**src/rtl/bpfa_pkg.sv**
```systemverilog
// Package: shared types, codes and constants of the bitmap page frame allocator.
`timescale 1ns / 1ps
package bpfa_pkg;

    localparam int MAX_PAGES_DEF = 4096;

    localparam int PAGE_W    = 12;
    localparam int COUNT_W   = 13;
    localparam int SPAN_W    = 13;
    localparam int WORD_BITS = 8;
    localparam int BIT_W     = 3;
    localparam int WIDX_W    = SPAN_W - BIT_W;

    localparam logic [WORD_BITS-1:0] FILL_WORD = 8'hFF;

    localparam logic [1:0] MODE_ALLOC   = 2'd0;
    localparam logic [1:0] MODE_RUN     = 2'd1;
    localparam logic [1:0] MODE_FREE    = 2'd2;
    localparam logic [1:0] MODE_RELEASE = 2'd3;

    localparam logic [1:0] ST_DONE    = 2'd0;
    localparam logic [1:0] ST_NONE    = 2'd1;
    localparam logic [1:0] ST_BAD     = 2'd2;
    localparam logic [1:0] ST_ALREADY = 2'd3;

    typedef enum logic [2:0] {
        OP_SCAN,
        OP_RUN,
        OP_SET,
        OP_CLR,
        OP_FREE
    } op_t;

    typedef struct packed {
        logic [1:0]         mode;
        logic [PAGE_W-1:0]  page_index;
        logic [COUNT_W-1:0] count;
    } in_item_t;

    typedef struct packed {
        logic [1:0]         status;
        logic [PAGE_W-1:0]  granted_page;
        logic [COUNT_W-1:0] used_count;
    } out_item_t;

    typedef struct packed {
        logic accept;
        logic fill_wr;
        logic proc;
        logic adv;
        logic next_pass;
        logic finish;
    } cmd_t;

    typedef struct packed {
        logic fill_last;
        logic bad;
        logic empty;
        logic last;
        logic hit;
        logic more;
        logic out_busy;
    } stat_t;

endpackage

```
**src/rtl/bpfa_ctrl.sv**
```systemverilog
// Controller state machine: sequences fill, word passes and result delivery.
`timescale 1ns / 1ps
module bpfa_ctrl
    import bpfa_pkg::*;
(
    input  logic  clk,
    input  logic  rst_n,
    input  logic  in_valid,
    output logic  in_ready,
    input  stat_t stat,
    output cmd_t  cmd
);

    typedef enum logic [6:0] {
        S_FILL = 7'b0000001,
        S_IDLE = 7'b0000010,
        S_CHK  = 7'b0000100,
        S_RD   = 7'b0001000,
        S_PROC = 7'b0010000,
        S_DEC  = 7'b0100000,
        S_FIN  = 7'b1000000
    } state_t;

    state_t state_reg, state_next;

    always_ff @(posedge clk or negedge rst_n)
    begin
        if (!rst_n)
        begin
            state_reg <= S_FILL;
        end
        else
        begin
            state_reg <= state_next;
        end
    end

    always_comb
    begin
        state_next = state_reg;
        cmd        = '0;
        in_ready   = 1'b0;
        case (state_reg)
            S_FILL:
            begin
                cmd.fill_wr = 1'b1;
                if (stat.fill_last)
                begin
                    state_next = S_IDLE;
                end
            end
            S_IDLE:
            begin
                in_ready = 1'b1;
                if (in_valid)
                begin
                    cmd.accept = 1'b1;
                    state_next = S_CHK;
                end
            end
            S_CHK:
            begin
                if (stat.bad)
                begin
                    state_next = S_FIN;
                end
                else if (stat.empty)
                begin
                    if (stat.more)
                    begin
                        cmd.next_pass = 1'b1;
                    end
                    else
                    begin
                        state_next = S_FIN;
                    end
                end
                else
                begin
                    state_next = S_RD;
                end
            end
            S_RD:
            begin
                state_next = S_PROC;
            end
            S_PROC:
            begin
                cmd.proc   = 1'b1;
                state_next = S_DEC;
            end
            S_DEC:
            begin
                if (stat.hit || stat.last)
                begin
                    if (stat.more)
                    begin
                        cmd.next_pass = 1'b1;
                        state_next    = S_CHK;
                    end
                    else
                    begin
                        state_next = S_FIN;
                    end
                end
                else
                begin
                    cmd.adv    = 1'b1;
                    state_next = S_RD;
                end
            end
            S_FIN:
            begin
                if (!stat.out_busy)
                begin
                    cmd.finish = 1'b1;
                    state_next = S_IDLE;
                end
            end
            default:
            begin
                state_next = S_FILL;
            end
        endcase
    end

endmodule

```
**config.mk**
```make
export PLATFORM = sky130hd
export DESIGN_NAME = bpfa_ctrl
export DESIGN_NICKNAME = d
export VERILOG_FILES = /design/src/rtl/bpfa_pkg.sv /design/src/rtl/bpfa_ctrl.sv
export SDC_FILE = /design/constraint.sdc
export NUM_CORES = 1
export LEC_CHECK = 0
export BUFFER_PORTS_ARGS = -buffer_cell sky130_fd_sc_hd__buf_4
export CAP_MARGIN = 5
export CORE_AREA = 2 2 39 41
export DETAILED_ROUTE_END_ITERATION = 12
export DIE_AREA = 0 0 41 43
export SLEW_MARGIN = 25
export SYNTH_ARGS = -nofsm -noshare
export SYNTH_HDL_FRONTEND = slang
export SYNTH_SLANG_ARGS = --single-unit
```
**constraint.sdc**
```tcl
create_clock -name clk -period 2.3 [get_ports clk]
set_input_delay 0.46 -clock clk [delete_from_list [all_inputs] [get_ports clk]]
set_output_delay 0.46 -clock clk [all_outputs]
set_load 0.005 [all_outputs]
```
# Yosys cells after proc, flatten, opt, wreduce, memory -nomap -nowiden
# Cells that the tools add are included.
dict set report op_classes {
  n_eq_ne 11
  reduce_logical 2
  n_mux 23
}
# cell count
set op_table {}
lappend op_table {{$mux 7} 8}
lappend op_table {{$pmux 7 s7} 1}
lappend op_table {{$mux 1} 13}
lappend op_table {{$eq 7x1->1 const B} 1}
lappend op_table {{$eq 7x2->1 const B} 1}
lappend op_table {{$eq 7x3->1 const B} 1}
lappend op_table {{$eq 7x4->1 const B} 1}
lappend op_table {{$eq 7x5->1 const B} 1}
lappend op_table {{$eq 7x6->1 const B} 1}
lappend op_table {{$eq 7x7->1 const B} 1}
lappend op_table {{$ne 2x2->1 const B} 3}
lappend op_table {{$ne 4x4->1 const B} 1}
lappend op_table {{$reduce_and 4->1} 1}
lappend op_table {{$pmux 1 s2} 1}
lappend op_table {{$logic_or 1x1->1} 1}
dict set report totals {
  output_inout_bits 7
  elab_cells 37
  input_bits 10
  register_bits 7
}

# Logic depth before layout (Yosys ltp)
# Gate-level depths: netlist of run 1.
dict set report depth {
  ltp_word 4
  depth_mapped 5
  depth_no_buf 4
}

# Worst setup path before layout of run 1
# Ideal clock, no wire load.
dict set report synth_path {
  path_type {register to output}
  start {register state_reg[5]}
  end {output port cmd[5] in the netlist's numbering}
  t_arrival_ns 1.442
  path_stages_with_launch 5
  n_path_buf 1
  t_required_ns 1.840
  setup_slack_ns 0.398
  path_cell_list {dfrtp_1 buf_6 or4_4 nor4b_4 and2_1}
}
# element line_no
set synth_lines {}
lappend synth_lines {{start: declaration} bpfa_ctrl.sv:24} ;# state_t state_reg, state_next;
lappend synth_lines {{start signal: assignment} bpfa_ctrl.sv:34} ;# state_reg <= state_next;
lappend synth_lines {{end: declaration} bpfa_ctrl.sv:11} ;# output cmd_t cmd

==> reports/results.ini, run 1 <==
[global_routing]
grt_max_degree=9
grt_pass1_wl_um=2160
grt_usage=0.184
gr-total-overflow=0
first_global_vias=482
antenna_found_initial=0

[layout]
n_fill_cell=127
diodes=0
seq_area_um2=180
area_delta_synth_final_pct=39.7
largest_reg_flops=7
final_cell_mix=22 x buf_4, 8 x nor2_1, 5 x o21ai_0, 4 x nor3_1
fin_cells=97
multi_input_area_um2=339
final_common_cell=buf_4
nets=92
drive_gt1_frac=0.420

[clocking]
clock_latency_ns=0.25
holdBufCountCts=0
cts-root-buf=clkbuf_4
cts.path.max_buffers=2
cts_tree=done
cts_sinks=7
htree_levels=1
path_clk_slew_ns=0.05
cts_inserted_buffers=3

[placement]
dp_hpwl_um=946
gp_congestion=0.758
portBuffers=16
dp_cells=89

[yosys]
synth_top_area_share=0.287
ys_seq_area_frac=0.337
synth-warning-count=0
synth.largest_area_cell=dfrtp_1
syn_inst=57
ys_seq_elements=7
avgSynthCellArea_um2=9.18
synthesis.area_um2=523
synthTopCellsByArea=dfrtp_1 29%, and4b_1 5.7%, nor2_1 5.7%, dfstp_2 5.0%, o21ai_0 4.8%
yosys.cell_types.count=30
syn_nets=67

[timing]
tightest_slew_ns=0.354
maxSlewViolCount=0
period_share=0.982
rsz0062_at_grt=true
maxSlewHeadroom=0.762
setup-tns-final_ns=0
fmax_ghz=0.443
hold_violations=0
min_period_ns=2.26
hold_ws_ns=0.0105
setup_viol=0
finClkSkew_ns=0.00146

[detailed_routing]
vias=522
via_per_inst=5.38
routed_wl_um=1250
wl_per_cell_um=12.9
drt_iter0_drc=7
detail-route-antenna-nets=0
drc_errors=0
dr.pass1.iters=4

[power_and_ir_drop]
total_leakage_power_nw=0.340
seq_power_share=0.353
switching_power_mw=0.201
p_comb_frac=0.451
p_clk_frac=0.196
vdd_drop_max_v=0.000455
intPower_mw=0.371
p_sw_frac=0.351
power.density_nw_per_um2=783

[min_path]
hold_path.class=in2async

[die]
core_um2=1380
dieArea_um2=1760
die_h_um=43
io_pins=17
row_count=14
die_w_um=41
initial_utilization=0.378

[critical_path]
crit_slowest_cell=or4_4
start_kind=flop
path_cells=or4_4 -> nor4b_4 -> and2_1 -> buf_4
crit_path_max_incr_delay_ns=0.57
cp.required_ns=1.84
arrival_ns=1.80
worst-setup-path-type=reg2out
crit_fanout=6
end_kind=output port

[run]
drv_cap=0

[outcome]
outcome=finished, final reports clean

==> per-stage QoR <==
stage	instance area, um2	setup WS, ns	util	power (mW)
after global routing	731	-0.0318	0.528	0.619
after detailed placement	662	0.253	0.478	0.423
after CTS	703	0.00773	0.508	0.545
after global placement	662	0.285	0.478	0.423
after floorplan	523	0.398	-	0.330
final	731	0.0416	0.528	0.572
==> path summary, 6_finish.rpt <==
check                                  start      endpoint  slack [ns]  cells past startpoint
worst max-delay path            state_reg[2]        cmd[5]        0.04                      4
worst min-delay path                   rst_n  state_reg[3]        0.01                      1
worst max register to register  state_reg[2]  state_reg[2]        0.56                      5
worst min register to register  state_reg[2]  state_reg[0]        0.65                      3
max in group asynchronous              rst_n  state_reg[0]        2.08                      1
min in group clk                     stat[6]  state_reg[0]        0.38                      2
==> final cells by class <==
type,instances,share of cell area
clock buffers,4,0.0360
multi-input cells,48,0.464
well taps,16,0.0274
repair buffers,22,0.226
flip-flops and latches,7,0.247
==> kinds of logic after synthesis <==
kind of cell,synth area share
and+or+nand+nor,0.440
AOI/OAI and AO/OA,0.175
DFF,0.337
buffers and inverters,0.0311
xor gates and xnor gates,0.0167
==> cells in the mapped netlist <==
library cell / number
buf_2: 1
nor2_1: 8
nor4b_4: 1
or4_4: 1
o21ai_1: 1
nor4b_2: 1
nor3_1: 4
nand4_1: 1
and4b_1: 3
o32a_1: 1
dfstp_2: 1
nor3b_1: 2
nand4b_1: 2
o21ba_1: 1
and2_1: 1
o31ai_1: 3
dfrtp_1: 6
nand2_1: 2
a221oi_1: 1
a21oi_1: 2
nand2b_1: 1
nand3b_1: 1
xor2_1: 1
or2_2: 1
nor4_1: 1
buf_6: 1
nor3_2: 1
or3_1: 1
o21ai_0: 5
nand3_1: 1
==> power by group through the flow <==
stage	combinational (mW)	clock, mW	sequential, mW
3_5_place_dp	0.224	0	0.199
5_1_grt	0.287	0.125	0.206
2_1_floorplan	0.144	0	0.186
3_3_place_gp	0.226	0	0.196
4_1_cts	0.233	0.117	0.196
6_report	0.258	0.112	0.202
==> worst max-delay path, delay by kind of cell (launching register included) <==
family,cells,cell delay (ns)
DFF,1,0.43
and+or+nand+nor,3,1.01
buffers and inverters,1,0.10
==> per-layer routing <==
| metal | global-route usage | part of all wire |
|---|---|---|
| met2 | 0.272 | 0.51 |
| met1 | 0.240 | 0.43 |
| met4 | 0.0400 | 0 |
| met5 | 0 | 0 |
| met3 | 0.0838 | 0.062 |
==> what timing repair did <==
action | in CTS | in global routing
setup endpoints to repair | 2 | 4
gates cloned | 0 | 0
pin swaps | 1 | 1
endpoints found under the hold margin | 0 | 0
resized for setup | 0 | 4
buffers inserted | 2 | 2
No activity file was read; power rests on OpenSTA's default activity.
==> run 2, diff against run 1 <==
==> constraint.sdc (replaced) <==
create_clock -name clk -period 2.71 [get_ports clk]
set_input_delay 0.542 -clock clk [delete_from_list [all_inputs] [get_ports clk]]
set_output_delay 0.542 -clock clk [all_outputs]
set_load 0.005 [all_outputs]
==> reports/results.ini, run 2 (synthesis results as in run 1) <==
[outcome]
outcome=finished, final reports clean

[power_and_ir_drop]
p_total_mw=0.442  ; -23%
total_leakage_power_nw=0.304  ; -10%
power.density_nw_per_um2=656  ; -16%
vdd_drop_max_v=0.000206  ; -55%

[clocking]
cts_sinks=7  ; unchanged
cts-root-buf=clkbuf_4
post_cts_resized=0  ; unchanged
cts.path.max_buffers=2  ; unchanged
cts_setup_buffers=0  ; -2
htree_levels=1  ; unchanged
path_clk_slew_ns=0.06  ; about the same
holdBufCountCts=0  ; unchanged
cts_tree=done
clock_latency_ns=0.25  ; about the same
cts_inserted_buffers=3  ; unchanged

[detailed_routing]
dr.pass1.iters=4  ; unchanged
drc_errors=0  ; unchanged
wl_per_cell_um=13.2  ; +2.0%
drt_iter0_drc=13  ; +6
via_per_inst=5.57  ; +3.5%
detail-route-antenna-nets=0  ; unchanged
routed_wl_um=1200  ; -4.3%
vias=507  ; -2.9%

[timing]
tightest_slew_ns=0.347  ; -0.00718 ns
maxSlewHeadroom=0.767  ; +0.00483
hold_ws_ns=0.0895  ; +0.0790 ns
maxSlewViolCount=0  ; unchanged
rsz0062_at_grt=false
setup_viol=0  ; unchanged
period_share=0.941
setup-tns-final_ns=0  ; unchanged
min_period_ns=2.55
hold_violations=0  ; unchanged
finClkSkew_ns=0.00824  ; +0.00678 ns
fmax_ghz=0.392

[die]
dieArea_um2=1760  ; unchanged
die_h_um=43  ; unchanged
die_w_um=41  ; unchanged
initial_utilization=0.378  ; unchanged
io_pins=17  ; unchanged
row_count=14  ; unchanged
core_um2=1380  ; unchanged

[layout]
diodes=0  ; unchanged
final_cell_mix=16 x buf_4, 8 x nor2_1, 6 x dfrtp_1, 5 x o21ai_0, 4 x nor3_1
final_common_cell=buf_4
area_delta_synth_final_pct=28.7
nets=86  ; -6.5%
largest_reg_flops=7  ; unchanged
drive_gt1_frac=0.333  ; -0.0864

[critical_path]
worst-setup-path-type=reg2out
crit_slowest_cell=dfrtp_1
start_kind=flop
cp.required_ns=2.17  ; +0.33 ns
crit_path_max_incr_delay_ns=0.49  ; -0.08 ns
end_kind=output port
crit_fanout=9  ; +3
arrival_ns=2.01  ; +0.21 ns
path_cells=nor3_2 -> nand4b_1 -> or3_1 -> o21ai_0 -> buf_4

[global_routing]
grt_max_degree=10  ; +1
grt_usage=0.171  ; -0.0131
antenna_found_initial=0  ; unchanged
gr-total-overflow=0  ; unchanged
first_global_vias=478  ; -0.83%
grt_pass1_wl_um=2060  ; -4.4%

[placement]
gp_congestion=0.778  ; +2.7%
portBuffers=16  ; unchanged
dp_hpwl_um=919  ; -2.8%

[run]
drv_cap=0  ; unchanged

[min_path]
hold_path.class=in2async

==> run 2: cell count changes in the layout (fill, tap and decap cells not counted), sizes merged <==
cell and delta:
buf -6
==> run 2: where the power goes <==
part           internal, mW  total (mW)  switching (mW)
logic                0.0965       0.177          0.0800
clock network        0.0563      0.0969          0.0406
registers             0.128       0.168          0.0404
==> run 2: path summary, 6_finish.rpt <==
path | start | end | slack, ns | depth (start not counted)
max in group asynchronous | rst_n | state_reg[0] | 2.41 | 1
hold reg to reg | state_reg[3] | state_reg[4] | 0.68 | 1
min in group clk | stat[6] | state_reg[0] | 0.45 | 2
setup reg to reg | state_reg[6] | state_reg[6] | 0.97 | 4
hold / removal | rst_n | state_reg[5] | 0.09 | 1
setup / recovery | state_reg[6] | cmd[1] | 0.16 | 5
==> run 2: worst max-delay path: cells and delay by family (launching register included) <==
family	cells	cell delay, ns
AO/OA/AOI/OAI	1	0.09
buffers and inverters	1	0.14
flip-flops	1	0.49
AND/OR/NAND/NOR	3	1.04
==> run 2: metrics by stage <==
stage,setup WS (ns),utilization,area [um2],instances
finish,0.160,0.486,673,91
global route,0.0136,0.486,673,91
CTS,0.177,0.486,673,91
detailed placement,0.475,0.467,647,87
global placement,0.517,0.467,647,87
floorplan,0.726,-,523,57
==> run 2: cell type report <==
cell class / instances / area, um2
fill: 140 / 711
multi-input combinational: 48 / 330
tap: 16 / 20.0
sequential: 7 / 176
timing repair buffer: 16 / 120
clock buffer: 4 / 26.3
==> run 2: per-layer routing <==
metal	wire [um]	track usage
met5	0	0
met4	11	0.0800
met3	47	0.0471
met2	564	0.219
met1	573	0.256
==> run 3, diff against run 2 <==
--- a/config.mk
+++ b/config.mk
@@ -10,6 +10,7 @@
 export CORE_AREA = 2 2 39 41
 export DETAILED_ROUTE_END_ITERATION = 12
 export DIE_AREA = 0 0 41 43
+export PLACE_DENSITY_LB_ADDON = 0.1
 export SLEW_MARGIN = 25
 export SYNTH_ARGS = -nofsm -noshare
 export SYNTH_HDL_FRONTEND = slang
==> reports/results.ini, run 3 (synthesis results as in run 1) <==
[detailed_routing]
dr.pass1.iters=4  ; unchanged
drt_iter0_drc=7  ; -6
vias=500  ; -1.4%
wl_per_cell_um=13.2  ; unchanged
detail-route-antenna-nets=0  ; unchanged
routed_wl_um=1200  ; unchanged
via_per_inst=5.49  ; -1.4%
drc_errors=0  ; unchanged

[die]
core_um2=1380  ; unchanged
io_pins=17  ; unchanged
initial_utilization=0.378  ; unchanged
row_count=14  ; unchanged
dieArea_um2=1760  ; unchanged
die_w_um=41  ; unchanged
die_h_um=43  ; unchanged

[global_routing]
antenna_found_initial=0  ; unchanged
grt_pass1_wl_um=2100  ; +2.0%
first_global_vias=478  ; unchanged
gr-total-overflow=0  ; unchanged
grt_usage=0.175  ; +0.00420
grt_max_degree=10  ; unchanged

[power_and_ir_drop]
power.density_nw_per_um2=655  ; -0.24%
vdd_drop_max_v=0.000329  ; +59%
p_total_mw=0.441  ; -0.24%
total_leakage_power_nw=0.304  ; unchanged

[layout]
drive_gt1_frac=0.333  ; unchanged
postLayoutCellArea_um2=673  ; unchanged
nets=86  ; unchanged
area_delta_synth_final_pct=28.7  ; unchanged
multi_input_area_um2=330  ; unchanged
diodes=0  ; unchanged
largest_reg_flops=7  ; unchanged
seq_area_um2=176  ; unchanged
n_fill_cell=148  ; +5.7%
final_common_cell=buf_4
final_cell_mix=16 x buf_4, 8 x nor2_1, 6 x dfrtp_1, 5 x o21ai_0, 4 x nor3_1

[timing]
setup-tns-final_ns=0  ; unchanged
fmax_ghz=0.394  ; +0.40%
maxSlewViolCount=0  ; unchanged
tightest_slew_ns=0.347  ; -0.00000215 ns
setup_viol=0  ; unchanged
maxSlewHeadroom=0.767  ; about the same
min_period_ns=2.54  ; -0.0101 ns
hold_ws_ns=0.0951  ; +0.00552 ns
finClkSkew_ns=0.00338  ; -0.00485 ns
period_share=0.937  ; -0.00372
hold_violations=0  ; unchanged
rsz0062_at_grt=false

[critical_path]
crit_fanout=9  ; unchanged
worst-setup-path-type=reg2out
start_kind=flop
rr_worst_depth=4  ; unchanged
r2r_setup_slack_ns=0.95  ; -0.02 ns
reg2reg_from=state_reg[6]
arrival_ns=2.00  ; about the same
cp.required_ns=2.17  ; about the same
crit_start=state_reg[6]
timing.rr.end=state_reg[6]
end_kind=output port

[run]
drv_cap=0  ; unchanged

[clocking]
cts_sinks=7  ; unchanged
path_clk_slew_ns=0.06  ; about the same
cts_inserted_buffers=3  ; unchanged
cts_tree=done
htree_levels=1  ; unchanged
cts-root-buf=clkbuf_4
cts_setup_buffers=0  ; unchanged
cts.path.max_buffers=2  ; unchanged
clock_latency_ns=0.25  ; about the same
holdBufCountCts=0  ; unchanged
post_cts_resized=0  ; unchanged

[placement]
portBuffers=16  ; unchanged
place_area_um2=647  ; unchanged
gp_congestion=0.758  ; -2.6%

[min_path]
hold_path.class=in2async

[outcome]
outcome=finished, final reports clean

==> run 3: per-layer routing <==
metal,GRT usage,up-vias,wire length [um],share of wire
li1,-,259,-,-
met5,0,-,0,0
met1,0.244,228,577,0.48
met3,0.0942,0,56,0.047
met4,0.0200,0,0,0
met2,0.244,13,564,0.47
==> run 3: worst max-delay path by stage <==
stage,endpoint,cells after the start
global route,cmd[1],5
finish,cmd[1],5
global placement,cmd[1],5
CTS,cmd[1],5
detailed placement,cmd[1],5
floorplan,cmd[5],4
==> run 3: layout make-up <==
| type | instances | share of cell area |
|---|---|---|
| multi-input cells | 48 | 0.491 |
| clock buffers | 4 | 0.0390 |
| well taps | 16 | 0.0297 |
| repair buffers | 16 | 0.178 |
| flip-flops and latches | 7 | 0.262 |
==> run 3: metrics by stage <==
step / setup WS (ns) / utilization / cells
finish: 0.170 / 0.486 / 91
global route: 0.00403 / 0.486 / 91
CTS: 0.177 / 0.486 / 91
detailed placement: 0.465 / 0.467 / 87
global placement: 0.505 / 0.467 / 87
floorplan: 0.726 / - / 57
==> run 3: critical path: stages, from the launching register on <==
cell	delay (ns)
dfrtp_1	0.49
nor3_2	0.38
nand4b_1	0.24
or3_1	0.42
o21ai_0	0.09
buf_4	0.13
==> run 3: where the power goes <==
group          internal, mW  leakage [nW]  switching, mW  total [mW]
Combinational        0.0966         0.196         0.0802       0.177
Sequential            0.128        0.0930         0.0404       0.168
Clock                0.0563        0.0150         0.0393      0.0956
Total                 0.281         0.304          0.160       0.441
